===== src/rtl/stsc_pkg.sv =====
// ----------------------------------------------------------------------------
// stsc_pkg: shared definitions for the sorted table search block
// Table geometry, field widths, register map and the codes used by the
// search sequencer and the result channel.
// ----------------------------------------------------------------------------
package stsc_pkg;

  // Table geometry.
  localparam int TABLE_DEPTH = 16;
  localparam int KEY_BITS    = 64;
  localparam int ADDR_W      = (TABLE_DEPTH > 1) ? $clog2(TABLE_DEPTH) : 1;

  // Internal counters: entry counts up to TABLE_DEPTH, binary iterations.
  localparam int CNT_W  = $clog2(TABLE_DEPTH + 1);
  localparam int BCNT_W = $clog2($clog2(TABLE_DEPTH) + 2);

  // Fixed widths of the channel fields.
  localparam int IDX_W   = 4;
  localparam int KEY_W   = 64;
  localparam int LSTEP_W = 5;
  localparam int BSTEP_W = 3;
  localparam int VERD_W  = 2;
  localparam int CFG_W   = 5;

  // Configuration port.
  localparam int APB_ADDR_W = 2;
  localparam int APB_DATA_W = 32;
  localparam logic [APB_ADDR_W-1:0] REG_ENTRIES_IN_USE = '0;
  localparam logic [CFG_W-1:0]      ENTRIES_RESET      = CFG_W'(10);

  typedef enum logic {
    REQ_WRITE  = 1'b0,
    REQ_SEARCH = 1'b1
  } req_type_e;

  typedef enum logic [VERD_W-1:0] {
    VERDICT_BINARY = 2'd0,
    VERDICT_EQUAL  = 2'd1,
    VERDICT_LINEAR = 2'd2
  } verdict_e;

  typedef enum logic {
    S_IDLE,
    S_RUN
  } state_e;

  typedef struct packed {
    logic               linear_found;
    logic [IDX_W-1:0]   linear_index;
    logic [LSTEP_W-1:0] linear_steps;
    logic               binary_found;
    logic [IDX_W-1:0]   binary_index;
    logic [BSTEP_W-1:0] binary_steps;
    verdict_e           verdict;
  } result_t;

endpackage


===== src/rtl/stsc_in_if.sv =====
// ----------------------------------------------------------------------------
// stsc_in_if: request channel
// Valid/ready channel that carries table writes and search requests.
// ----------------------------------------------------------------------------
interface stsc_in_if import stsc_pkg::*; ();
  logic             valid;
  logic             ready;
  logic             req_type;
  logic [IDX_W-1:0] entry_index;
  logic [KEY_W-1:0] key_value;

  modport source (output valid, req_type, entry_index, key_value, input ready);
  modport sink   (input valid, req_type, entry_index, key_value, output ready);
endinterface


===== src/rtl/stsc_out_if.sv =====
// ----------------------------------------------------------------------------
// stsc_out_if: result channel
// Valid/ready channel that carries one search result per beat.
// ----------------------------------------------------------------------------
interface stsc_out_if import stsc_pkg::*; ();
  logic               valid;
  logic               ready;
  logic               linear_found;
  logic [IDX_W-1:0]   linear_index;
  logic [LSTEP_W-1:0] linear_steps;
  logic               binary_found;
  logic [IDX_W-1:0]   binary_index;
  logic [BSTEP_W-1:0] binary_steps;
  logic [VERD_W-1:0]  verdict;

  modport source (output valid, linear_found, linear_index, linear_steps,
                  binary_found, binary_index, binary_steps, verdict,
                  input ready);
  modport sink   (input valid, linear_found, linear_index, linear_steps,
                  binary_found, binary_index, binary_steps, verdict,
                  output ready);
endinterface


===== src/rtl/stsc_ram.sv =====
// ----------------------------------------------------------------------------
// stsc_ram: generic RAM, one write port and two registered read ports
// Read data appears in the cycle after the address is presented.
// ----------------------------------------------------------------------------
module stsc_ram #(
  parameter int WIDTH = 64,
  parameter int DEPTH = 16
) (
  input  logic                                         clk_i,
  input  logic                                         we_i,
  input  logic [((DEPTH > 1) ? $clog2(DEPTH) : 1)-1:0] waddr_i,
  input  logic [WIDTH-1:0]                             wdata_i,
  input  logic [((DEPTH > 1) ? $clog2(DEPTH) : 1)-1:0] ra_addr_i,
  output logic [WIDTH-1:0]                             ra_data_o,
  input  logic [((DEPTH > 1) ? $clog2(DEPTH) : 1)-1:0] rb_addr_i,
  output logic [WIDTH-1:0]                             rb_data_o
);

  logic [WIDTH-1:0] mem_q [DEPTH];

  always_ff @(posedge clk_i) begin
    if (we_i) begin
      mem_q[waddr_i] <= wdata_i;
    end
    ra_data_o <= mem_q[ra_addr_i];
    rb_data_o <= mem_q[rb_addr_i];
  end

endmodule


===== src/rtl/sorted_table_search_compare_top.sv =====
// ----------------------------------------------------------------------------
// sorted_table_search_compare_top: key table with linear and binary search
// Stores keys in a RAM and answers each search with both probe counts.
// ----------------------------------------------------------------------------
// A write beat stores one key and returns nothing. A search beat runs a linear
// scan on read port A and a binary search on read port B of the key RAM at the
// same time, over the first entries_in_use entries, capped at the table depth.
// The block takes the next beat only once the slower of the two searches is
// done and its result is loaded into the output register. The linear scan
// reads one entry per cycle and checks each entry once its read returns; it
// stops at the first index that holds the key, or after the last entry in use.
// Each binary probe is a RAM read followed by a compare. With no entries in
// use both searches are done at acceptance, without a read.
// The result sits in an output register, so a new beat may be accepted while
// it waits to be taken; a search that finishes while that register is still
// full waits until it is taken. Table entries read before they were written
// return undefined data.
// ----------------------------------------------------------------------------
module sorted_table_search_compare_top import stsc_pkg::*; (
  input  logic                  clk_i,
  input  logic                  rst_ni,
  stsc_in_if.sink               req_i,
  stsc_out_if.source            res_o,
  input  logic                  psel,
  input  logic                  penable,
  input  logic                  pwrite,
  input  logic [APB_ADDR_W-1:0] paddr,
  input  logic [APB_DATA_W-1:0] pwdata,
  output logic [APB_DATA_W-1:0] prdata,
  output logic                  pready
);

  state_e              state_q, state_d;
  logic [CFG_W-1:0]    entries_q, entries_d;
  logic [KEY_BITS-1:0] key_q, key_d;
  logic [CNT_W-1:0]    n_q, n_d;

  // Linear scan.
  logic [CNT_W-1:0]    lin_addr_q, lin_addr_d;
  logic [CNT_W-1:0]    lin_chk_q, lin_chk_d;
  logic                lin_pend_q, lin_pend_d;
  logic                lin_done_q, lin_done_d;
  logic                lin_found_q, lin_found_d;
  logic [ADDR_W-1:0]   lin_idx_q, lin_idx_d;
  logic [CNT_W-1:0]    lin_steps_q, lin_steps_d;

  // Binary search; the upper bound is kept exclusive so it never goes negative.
  logic [CNT_W-1:0]    lo_q, lo_d;
  logic [CNT_W-1:0]    hix_q, hix_d;
  logic [CNT_W-1:0]    mid_q, mid_d;
  logic                bin_wait_q, bin_wait_d;
  logic                bin_done_q, bin_done_d;
  logic                bin_found_q, bin_found_d;
  logic [ADDR_W-1:0]   bin_idx_q, bin_idx_d;
  logic [BCNT_W-1:0]   bin_steps_q, bin_steps_d;

  result_t             res_q, res_d;
  logic                res_valid_q, res_valid_d;

  logic                in_fire;
  logic                cfg_write;
  logic [CNT_W-1:0]    n_active;
  logic                lin_issue;
  logic [CNT_W-1:0]    mid_calc;
  logic                ram_we;
  logic [KEY_BITS-1:0] ra_data;
  logic [KEY_BITS-1:0] rb_data;

  stsc_ram #(
    .WIDTH (KEY_BITS),
    .DEPTH (TABLE_DEPTH)
  ) u_ram (
    .clk_i     (clk_i),
    .we_i      (ram_we),
    .waddr_i   (ADDR_W'(req_i.entry_index)),
    .wdata_i   (KEY_BITS'(req_i.key_value)),
    .ra_addr_i (ADDR_W'(lin_addr_q)),
    .ra_data_o (ra_data),
    .rb_addr_i (ADDR_W'(mid_calc)),
    .rb_data_o (rb_data)
  );

  // Configuration port.
  assign pready    = 1'b1;
  assign cfg_write = psel && penable && pwrite && pready && (paddr == REG_ENTRIES_IN_USE);
  assign entries_d = cfg_write ? CFG_W'(pwdata) : entries_q;
  assign prdata    = (paddr == REG_ENTRIES_IN_USE) ? APB_DATA_W'(entries_q) : '0;

  assign req_i.ready = (state_q == S_IDLE);
  assign in_fire     = req_i.valid && req_i.ready;
  assign ram_we      = in_fire && (req_type_e'(req_i.req_type) == REQ_WRITE)
                       && (32'(req_i.entry_index) < TABLE_DEPTH);

  assign n_active  = (32'(entries_q) > TABLE_DEPTH) ? CNT_W'(TABLE_DEPTH) : CNT_W'(entries_q);
  assign lin_issue = !lin_done_q && (lin_addr_q < n_q);
  assign mid_calc  = lo_q + ((hix_q - lo_q - CNT_W'(1)) >> 1);

  always_comb begin
    state_d     = state_q;
    key_d       = key_q;
    n_d         = n_q;
    lin_addr_d  = lin_addr_q;
    lin_chk_d   = lin_chk_q;
    lin_pend_d  = lin_pend_q;
    lin_done_d  = lin_done_q;
    lin_found_d = lin_found_q;
    lin_idx_d   = lin_idx_q;
    lin_steps_d = lin_steps_q;
    lo_d        = lo_q;
    hix_d       = hix_q;
    mid_d       = mid_q;
    bin_wait_d  = bin_wait_q;
    bin_done_d  = bin_done_q;
    bin_found_d = bin_found_q;
    bin_idx_d   = bin_idx_q;
    bin_steps_d = bin_steps_q;
    res_d       = res_q;
    res_valid_d = res_valid_q && !res_o.ready;

    case (state_q)
      S_IDLE: begin
        if (in_fire && (req_type_e'(req_i.req_type) == REQ_SEARCH)) begin
          state_d     = S_RUN;
          key_d       = KEY_BITS'(req_i.key_value);
          n_d         = n_active;
          lin_addr_d  = '0;
          lin_pend_d  = 1'b0;
          lin_done_d  = (n_active == '0);
          lin_found_d = 1'b0;
          lin_idx_d   = '0;
          lin_steps_d = '0;
          lo_d        = '0;
          hix_d       = n_active;
          bin_wait_d  = 1'b0;
          bin_done_d  = (n_active == '0);
          bin_found_d = 1'b0;
          bin_idx_d   = '0;
          bin_steps_d = '0;
        end
      end
      S_RUN: begin
        // The scan issues one read per cycle and checks the entry read the
        // cycle before; a read issued alongside a hit is simply dropped.
        if (!lin_done_q) begin
          lin_pend_d = lin_issue;
          lin_chk_d  = lin_addr_q;
          if (lin_issue) begin
            lin_addr_d = lin_addr_q + CNT_W'(1);
          end
          if (lin_pend_q) begin
            lin_steps_d = lin_chk_q + CNT_W'(1);
            if (ra_data == key_q) begin
              lin_found_d = 1'b1;
              lin_idx_d   = ADDR_W'(lin_chk_q);
              lin_done_d  = 1'b1;
              lin_pend_d  = 1'b0;
            end else if (lin_chk_q == n_q - CNT_W'(1)) begin
              lin_done_d = 1'b1;
              lin_pend_d = 1'b0;
            end
          end
        end

        if (!bin_done_q) begin
          if (!bin_wait_q) begin
            if (lo_q >= hix_q) begin
              bin_done_d = 1'b1;
            end else begin
              mid_d      = mid_calc;
              bin_wait_d = 1'b1;
            end
          end else begin
            bin_wait_d  = 1'b0;
            bin_steps_d = bin_steps_q + BCNT_W'(1);
            if (rb_data == key_q) begin
              bin_found_d = 1'b1;
              bin_idx_d   = ADDR_W'(mid_q);
              bin_done_d  = 1'b1;
            end else if (rb_data < key_q) begin
              lo_d = mid_q + CNT_W'(1);
            end else begin
              hix_d = mid_q;
            end
          end
        end

        if (lin_done_q && bin_done_q && (!res_valid_q || res_o.ready)) begin
          res_d.linear_found = lin_found_q;
          res_d.linear_index = IDX_W'(lin_idx_q);
          res_d.linear_steps = LSTEP_W'(lin_steps_q);
          res_d.binary_found = bin_found_q;
          res_d.binary_index = IDX_W'(bin_idx_q);
          res_d.binary_steps = BSTEP_W'(bin_steps_q);
          if (32'(bin_steps_q) < 32'(lin_steps_q)) begin
            res_d.verdict = VERDICT_BINARY;
          end else if (32'(bin_steps_q) == 32'(lin_steps_q)) begin
            res_d.verdict = VERDICT_EQUAL;
          end else begin
            res_d.verdict = VERDICT_LINEAR;
          end
          res_valid_d = 1'b1;
          state_d     = S_IDLE;
        end
      end
      default: begin
        state_d = S_IDLE;
      end
    endcase
  end

  always_ff @(posedge clk_i or negedge rst_ni) begin
    if (!rst_ni) begin
      state_q     <= S_IDLE;
      entries_q   <= ENTRIES_RESET;
      lin_pend_q  <= 1'b0;
      lin_done_q  <= 1'b1;
      bin_wait_q  <= 1'b0;
      bin_done_q  <= 1'b1;
      res_valid_q <= 1'b0;
    end else begin
      state_q     <= state_d;
      entries_q   <= entries_d;
      lin_pend_q  <= lin_pend_d;
      lin_done_q  <= lin_done_d;
      bin_wait_q  <= bin_wait_d;
      bin_done_q  <= bin_done_d;
      res_valid_q <= res_valid_d;
    end
  end

  always_ff @(posedge clk_i) begin
    key_q       <= key_d;
    n_q         <= n_d;
    lin_addr_q  <= lin_addr_d;
    lin_chk_q   <= lin_chk_d;
    lin_found_q <= lin_found_d;
    lin_idx_q   <= lin_idx_d;
    lin_steps_q <= lin_steps_d;
    lo_q        <= lo_d;
    hix_q       <= hix_d;
    mid_q       <= mid_d;
    bin_found_q <= bin_found_d;
    bin_idx_q   <= bin_idx_d;
    bin_steps_q <= bin_steps_d;
    res_q       <= res_d;
  end

  assign res_o.valid        = res_valid_q;
  assign res_o.linear_found = res_q.linear_found;
  assign res_o.linear_index = res_q.linear_index;
  assign res_o.linear_steps = res_q.linear_steps;
  assign res_o.binary_found = res_q.binary_found;
  assign res_o.binary_index = res_q.binary_index;
  assign res_o.binary_steps = res_q.binary_steps;
  assign res_o.verdict      = res_q.verdict;

endmodule


===== src/flat_wrapper.sv =====
// flat-port wrapper written by rule: the top's interface ports become plain ports
module sorted_table_search_compare_top_flat import stsc_pkg::*;
  (clk_i, rst_ni, psel, penable, pwrite, paddr, pwdata, prdata, pready, req_i_valid, req_i_req_type, req_i_entry_index, req_i_key_value, req_i_ready, res_o_valid, res_o_linear_found, res_o_linear_index, res_o_linear_steps, res_o_binary_found, res_o_binary_index, res_o_binary_steps, res_o_verdict, res_o_ready);
  stsc_in_if req_i_i ();
  stsc_out_if res_o_i ();
  input  logic clk_i;
  input  logic rst_ni;
  input  logic psel;
  input  logic penable;
  input  logic pwrite;
  input  logic [APB_ADDR_W-1:0] paddr;
  input  logic [APB_DATA_W-1:0] pwdata;
  output logic [APB_DATA_W-1:0] prdata;
  output logic pready;
  input wire logic [$bits(req_i_i.valid)-1:0] req_i_valid;
  input wire logic [$bits(req_i_i.req_type)-1:0] req_i_req_type;
  input wire logic [$bits(req_i_i.entry_index)-1:0] req_i_entry_index;
  input wire logic [$bits(req_i_i.key_value)-1:0] req_i_key_value;
  output wire logic [$bits(req_i_i.ready)-1:0] req_i_ready;
  output wire logic [$bits(res_o_i.valid)-1:0] res_o_valid;
  output wire logic [$bits(res_o_i.linear_found)-1:0] res_o_linear_found;
  output wire logic [$bits(res_o_i.linear_index)-1:0] res_o_linear_index;
  output wire logic [$bits(res_o_i.linear_steps)-1:0] res_o_linear_steps;
  output wire logic [$bits(res_o_i.binary_found)-1:0] res_o_binary_found;
  output wire logic [$bits(res_o_i.binary_index)-1:0] res_o_binary_index;
  output wire logic [$bits(res_o_i.binary_steps)-1:0] res_o_binary_steps;
  output wire logic [$bits(res_o_i.verdict)-1:0] res_o_verdict;
  input wire logic [$bits(res_o_i.ready)-1:0] res_o_ready;
  assign req_i_i.valid = req_i_valid;
  assign req_i_i.req_type = req_i_req_type;
  assign req_i_i.entry_index = req_i_entry_index;
  assign req_i_i.key_value = req_i_key_value;
  assign req_i_ready = req_i_i.ready;
  assign res_o_valid = res_o_i.valid;
  assign res_o_linear_found = res_o_i.linear_found;
  assign res_o_linear_index = res_o_i.linear_index;
  assign res_o_linear_steps = res_o_i.linear_steps;
  assign res_o_binary_found = res_o_i.binary_found;
  assign res_o_binary_index = res_o_i.binary_index;
  assign res_o_binary_steps = res_o_i.binary_steps;
  assign res_o_verdict = res_o_i.verdict;
  assign res_o_i.ready = res_o_ready;
  sorted_table_search_compare_top u_core (.clk_i(clk_i), .rst_ni(rst_ni), .req_i(req_i_i), .res_o(res_o_i), .psel(psel), .penable(penable), .pwrite(pwrite), .paddr(paddr), .pwdata(pwdata), .prdata(prdata), .pready(pready));
endmodule

===== config.mk =====
export PLATFORM = sky130hd
export DESIGN_NAME = sorted_table_search_compare_top_flat
export DESIGN_NICKNAME = d
export VERILOG_FILES = /design/src/rtl/stsc_pkg.sv /design/src/rtl/stsc_in_if.sv /design/src/rtl/stsc_out_if.sv /design/src/rtl/stsc_ram.sv /design/src/rtl/sorted_table_search_compare_top.sv /design/src/flat_wrapper.sv
export SDC_FILE = /design/constraint.sdc
export NUM_CORES = 2
export LEC_CHECK = 0
export ABC_CLOCK_PERIOD_IN_PS = 8100
export BUFFER_PORTS_ARGS = -buffer_cell sky130_fd_sc_hd__buf_2
export CORE_MARGIN = 2
export CORE_UTILIZATION = 45
export DETAILED_ROUTE_END_ITERATION = 8
export PLACE_DENSITY_LB_ADDON = 0.1
export SETUP_SLACK_MARGIN = 0.1
export SLEW_MARGIN = 20
export SYNTH_ARGS = -nofsm -noshare
export SYNTH_HDL_FRONTEND = slang
export SYNTH_SLANG_ARGS = --single-unit

===== constraint.sdc =====
create_clock -name clk_i -period 8.1 [get_ports clk_i]
set_clock_uncertainty 0.05 [all_clocks]
set_input_delay 0.405 -clock clk_i [delete_from_list [all_inputs] [get_ports clk_i]]
set_output_delay 0.405 -clock clk_i [all_outputs]
set_load 0.05 [all_outputs]

# [Word-level counts from Yosys, hierarchy flattened]
# Memory sizes are Yosys's and may differ from the RTL's. A register that Yosys moved wholly into a read port is not among the register bits.
# Cells that the tools add are included.
[word_totals] regBits=143 memories=1 latch_bits=0 mem_bits_rw=1024 output_inout_bits=55 mem_bits_ro=0 wordCells=161
[classes] multipliers=0 muxes=70 n_div=0 n_lt_le_gt_ge=5 shift=0 n_bitwise=6 reduce_logical=29 n_addsub=8 n_eq_ne=15
[mem_list] memory="u_core.u_ram.mem_q" words=16 width=64 rd=2 rd_clocked_by_memory_dff=2 wr=1 line="stsc_ram.sv:19" source="logic [WIDTH-1:0] mem_q [DEPTH];"
[op_table] op="64-bit equality test" count=2
[op_table] op="5-bit 2-to-1 mux" count=16
[op_table] op="64-bit < comparator" count=1
[op_table] op="5-bit case mux with 2 select lines" count=4
[op_table] op="1-bit 2-to-1 mux" count=29
[op_table] op="4-bit 2-to-1 mux" count=7
[op_table] op="2-bit inequality test (second input constant)" count=11
[op_table] op="4-bit case mux with 2 select lines" count=2
[op_table] op="5-bit by 1-bit adder with 5-bit output (second input constant)" count=3
[op_table] op="1-bit case mux with 2 select lines" count=7
[op_table] op="4-bit AND reduction" count=3
[op_table] op="1-bit logical AND" count=10
[op_table] op="2-bit AND reduction" count=5
[op_table] op="5-bit AND reduction" count=2
[op_table] op="5-bit by 1-bit subtractor with 5-bit output (second input constant)" count=2
[op_table] op="3-bit 2-to-1 mux" count=3
[op_table] op="3-bit AND reduction" count=3
[op_table] op="1-bit inverter" count=6
[op_table] op="3-bit case mux with 2 select lines" count=1
[op_table] op="5-bit by 4-bit adder with 5-bit output" count=1
[op_table] op="3-bit by 5-bit equality test with 1-bit output" count=1
[op_table] op="5-bit equality test" count=1
[op_table] op="5-bit greater-or-equal comparator" count=1
[op_table] op="5-bit greater-than comparator (second input constant)" count=1
[op_table] op="other kinds (9)" count=11

# [Logic depth before layout (Yosys ltp)]
[depth] depth_word=7 depth_mapped=13 depth_no_buf=12

# [Hierarchy]
# From an unflattened synthesis, not the netlist that was laid out.
[hier_totals] cells_unflattened=2940 hier_area_um2=56474.2
[by_module_without_submodules] mod="stsc_ram" area_per_inst_um2=48287.6 cells_each=2247 n_inst=1 seq_area_each_um2=33311.9
[by_module_without_submodules] mod="sorted_table_search_compare_top" area_per_inst_um2=8186.6 cells_each=693 n_inst=1 seq_area_each_um2=4244.1

# [Least setup slack after synthesis]
# No wires, ideal clock.
[synth_path] path_type="reg2reg" start="reg u_core.state_q" end="mem u_core.u_ram.mem_q[0][0], enable pin" stages_incl_launch_ff=5 t_arrival_ps=5418 n_path_buf=0 slack_ps=2066 cell_sequence="dfrtp_1 -> clkinv_1 -> nand3_1 -> or3_1 -> nor3_1"
[synth_between] elab_chain_cells=5
[synth_lines] element="from (decl)" line="sorted_table_search_compare_top.sv:33" source="state_e state_q, state_d;"
[synth_lines] element="from (signal assigned)" line="sorted_table_search_compare_top.sv:221" source="state_q <= state_d;"
[synth_lines] element="1-bit inverter" line="sorted_table_search_compare_top.sv:89" source="assign req_i.ready = (state_q == S_IDLE);"
[synth_lines] element="1-bit logical AND" line="sorted_table_search_compare_top.sv:90" source="assign in_fire = req_i.valid && req_i.ready;"
[synth_lines] element="1-bit logical AND" line="sorted_table_search_compare_top.sv:91" source="assign ram_we = in_fire && (req_type_e'(req_i.req_type) == REQ_WRITE)"
[synth_lines] element="1-bit 2-to-1 mux" line="stsc_ram.sv:22" source="if (we_i) begin"
[synth_lines] element="1-bit 2-to-1 mux (not written as such)" line="stsc_ram.sv:23" source="mem_q[waddr_i] <= wdata_i;"
[synth_lines] element="to (decl)" line="stsc_ram.sv:19"
# No other way between the ends.

# [Final worst setup path]
[layout_path] start="reg u_core.lo_q[0]" end="reg u_core.u_ram.rb_data_o[23] (read register of u_core.u_ram.mem_q)"
[layout_between] elab_chain_cells=3
[layout_lines] element="from (decl)" line="sorted_table_search_compare_top.sv:48" source="logic [CNT_W-1:0] lo_q, lo_d;"
[layout_lines] element="from (signal assigned)" line="sorted_table_search_compare_top.sv:239" source="lo_q <= lo_d;"
[layout_lines] element="5-bit subtractor" line="sorted_table_search_compare_top.sv:96" source="assign mid_calc = lo_q + ((hix_q - lo_q - CNT_W'(1)) >> 1);"
[layout_lines] element="5-bit by 1-bit subtractor with 5-bit output" line="sorted_table_search_compare_top.sv:96"
[layout_lines] element="5-bit by 4-bit adder with 5-bit output *" line="sorted_table_search_compare_top.sv:96"
[layout_lines] element="to (decl)" line="stsc_ram.sv:16" source="output logic [WIDTH-1:0] rb_data_o"
# Every way passes the cells marked *; elsewhere a longest branch is shown, timed or not.
# A chain may end at the register's enable or synchronous reset.

==> results.sh <==
export IMPL_cts_inserted_buffers=142
export IMPL_grt_max_degree=122
export IMPL_drc=0
export IMPL_worstMarginPinSlew_ns=1.09
export IMPL_endpoint_kind="register"
export IMPL_p_leak_nw=21.2
export IMPL_rsz0062_at_grt="false"
export IMPL_max_freq_mhz=211
export IMPL_routed_via_count=28800
export IMPL_place_area_sq_um=59200
export IMPL_h_tree_depth=4
export IMPL_routed_wl_mm=149
export IMPL_rrSetupSlack_ns=3.36
export IMPL_yosysWarnings=0
export IMPL_status="finished, final reports clean"
export IMPL_cp_endpoint="u_core.u_ram.rb_data_o[23]$_DFF_P_"
export IMPL_vdd_drop_max_mv=0.743
export IMPL_cp_start_kind="register"
export IMPL_hold_viol=0
export IMPL_clk_path_buf_depth=3
export IMPL_viasPerCell=6.20
export IMPL_crit_fanout=48
export IMPL_io_pins=165
export IMPL_synth_area_sq_um=56900
export IMPL_post_dp_hpwl_mm=78.8
export IMPL_synthCells=2658
export IMPL_synth_cell_type_count=49
export IMPL_post_drt_wl_per_cell_um=32.1
export IMPL_synth_edf_count=1156
export IMPL_core_sq_um=126000
export IMPL_placementRows=130
export IMPL_syn_mean_instance_area_sq_um=21.4
export IMPL_r2r_start="u_core.lo_q[0]$_SDFFCE_PN0P_"
export IMPL_grt_usage=0.234
export IMPL_initial_utilization=0.453
export IMPL_r2r_cells=11
export IMPL_die_area_sq_um=129000
export IMPL_initialDrtViolationCount=3125
export IMPL_numClockSinks=1295
export IMPL_fin_tns_setup_ns=0
export IMPL_crit_chain="inv_1 -> ha_1 -> inv_1 -> fa_1 -> inv_1 -> ha_4 -> inv_1 -> fa_4 -> buf_4 -> mux4_2 -> mux4_2"
export IMPL_fin_crit_sh=0.586
export IMPL_ys_seq_area_frac=0.660
export IMPL_fp_dieW_um=360
export IMPL_power_density_nw_per_um2=463
export IMPL_synth_seq_cells=1295
export IMPL_cts_tree="done"
export IMPL_drt_pass1_iter_count=7
export IMPL_first_global_vias=30700
export IMPL_nFillCells=9854
export IMPL_critPathMaxStageDelay_ns=1.25
export IMPL_synth_main_ff_cell="edfxtp_1"
export IMPL_slowest_stage="fa_4"
export IMPL_antenna_found_initial=13
export IMPL_finalCriticalPeriod_ns=4.74
export IMPL_layout_nets=3079
export IMPL_drive_gt1_frac=0.343
export IMPL_root_buffer="clkbuf_16"
export IMPL_path_class="reg2reg"
export IMPL_multi_input_area_sq_um=18100
export IMPL_cp_common_cell="inv_1"
export IMPL_gp_congestion=0.748
export IMPL_final_cell_mix="edfxtp_1, mux4_2, clkbuf_16, dfxtp_1, buf_2"
export IMPL_finalInstanceArea_sq_um=64500
export IMPL_setup_ws_ns=3.36
export IMPL_overflow=0
export IMPL_layout_commonest_cell="edfxtp_1"
export IMPL_max_cap_violations=0
export IMPL_r2r_end="u_core.u_ram.rb_data_o[23]$_DFF_P_"
export IMPL_final_max_slew_viol_count=0
export IMPL_die_h_um=360
export IMPL_ant_nets=0
export IMPL_hold_class="in2reg"
export IMPL_slew_headroom=0.274
export IMPL_setup_violations=0
export IMPL_startpoint="u_core.lo_q[0]$_SDFFCE_PN0P_"
export IMPL_synthArstFlopShare=0.00849
export IMPL_port_buffers=109
export IMPL_cp_data_required_time_ns=8.68
export IMPL_syn_to_final_growth_pct=13.3
export IMPL_insertion_delay_ns=0.76
export IMPL_seq_area_sq_um=37600
export IMPL_dp_slack_ns=3.35
export IMPL_whs_path_depth=3
export IMPL_cp_arrival_ns=5.32
export IMPL_path_clk_slew_ns=0.06
export IMPL_grt_pass1_wl_mm=217
[registers in the layout, summed over array words and instances (netlist names), 5 cells and up]
signal,cells
u_core.entries_q,5
u_core.hix_q,5
u_core.key_q,64
u_core.lin_addr_q,5
u_core.lin_chk_q,5
u_core.lin_steps_q,5
u_core.lo_q,5
u_core.mid_q,5
u_core.n_q,5
u_core.res_o.linear_steps,5
u_core.u_ram.mem_q,1024
u_core.u_ram.ra_data_o,64
u_core.u_ram.rb_data_o,64
[final cells by class]
cell class	instances	share of cell area
Multi-Input combinational cell	1115	0.280
Antenna cell	3	0.000116
Inverter	96	0.00574
Tap cell	1650	0.0320
Clock buffer	206	0.0629
Clock inverter	53	0.00796
Sequential cell	1295	0.583
Timing Repair Buffer	229	0.0283
[cells by family after synthesis]
family                     Yosys count  share of synthesized area
AOI/OAI and AO/OA                   87                    0.00955
other                                2                   0.000132
buffers and inverters              274                     0.0261
muxes                              646                      0.255
xor gates and xnor gates            85                     0.0131
and+or+nand+nor                    179                     0.0163
DFF                               1295                      0.660
adders and majority gates           90                     0.0201
[Yosys cell counts, drive strengths merged (12+ instances only)]
cell	number	area, sq um
edfxtp	1156	34700
mux4	640	14400
dfxtp	128	2560
buf	111	872
inv	95	357
ha	88	1100
xor2	75	657
clkbuf	67	251
nor2	42	158
a21oi	38	190
nand2	23	86.3
nand3	21	105
and2	19	119
nand4	19	119
a21o	18	135
nor4	18	113
o21ai	13	65.1
nor3	12	60.1
[power breakdown]
part           internal (W)  switching [W]  total [W]
Clock               0.00376        0.00255    0.00630
Combinational       0.00771        0.00740     0.0151
Sequential          0.00810       0.000328    0.00842
[worst max-delay path: cells and delay by family (launching register included)]
kind	cells	cell delay, ns
flip-flops	1	0.43
buffers and inverters	5	1.11
adder cells (fa/ha/maj)	4	2.01
multiplexers	2	0.90
[how the worst min path moves through the flow]
stage	from	to	slack (ns)
after floorplan	rst_ni	u_core.bin_wait_q$_DFFE_PN0P_	0.06
after global placement	rst_ni	u_core.entries_q[0]$_DFFE_PN0P_	0.24
after detailed placement	rst_ni	u_core.entries_q[0]$_DFFE_PN0P_	0.24
after CTS	penable	u_core.entries_q[2]$_DFFE_PN0P_	0.05
after global routing	penable	u_core.entries_q[0]$_DFFE_PN0P_	0.09
final	penable	u_core.entries_q[3]$_DFFE_PN1P_	0.11
[routing by layer]
metal,vias to the layer above,global-route usage,wire [um]
met3,210,0.0472,10100
met4,12,0.0627,3220
met1,15700,0.316,61200
li1,11700,-,-
met5,-,0,65
met2,1214,0.391,74800
[metrics by stage]
stage	power [W]	instances	hold slack, ns	utilization
5_1_grt	0.0313	4645	0.0946	0.513
3_3_place_gp	0.0240	4313	0.236	0.471
6_report	0.0298	4647	0.112	0.513
3_5_place_dp	0.0240	4313	0.236	0.471
2_1_floorplan	0.0201	2684	0.0594	-
4_1_cts	0.0303	4644	0.0473	0.513
[timing repair]
item                                   in CTS  in global routing
hold buffers                               72                  0
endpoints found under the hold margin    1106                  0
setup buffers                               0                  0
resized for setup                           0                  0
Power figures use the tool's default switching activity.
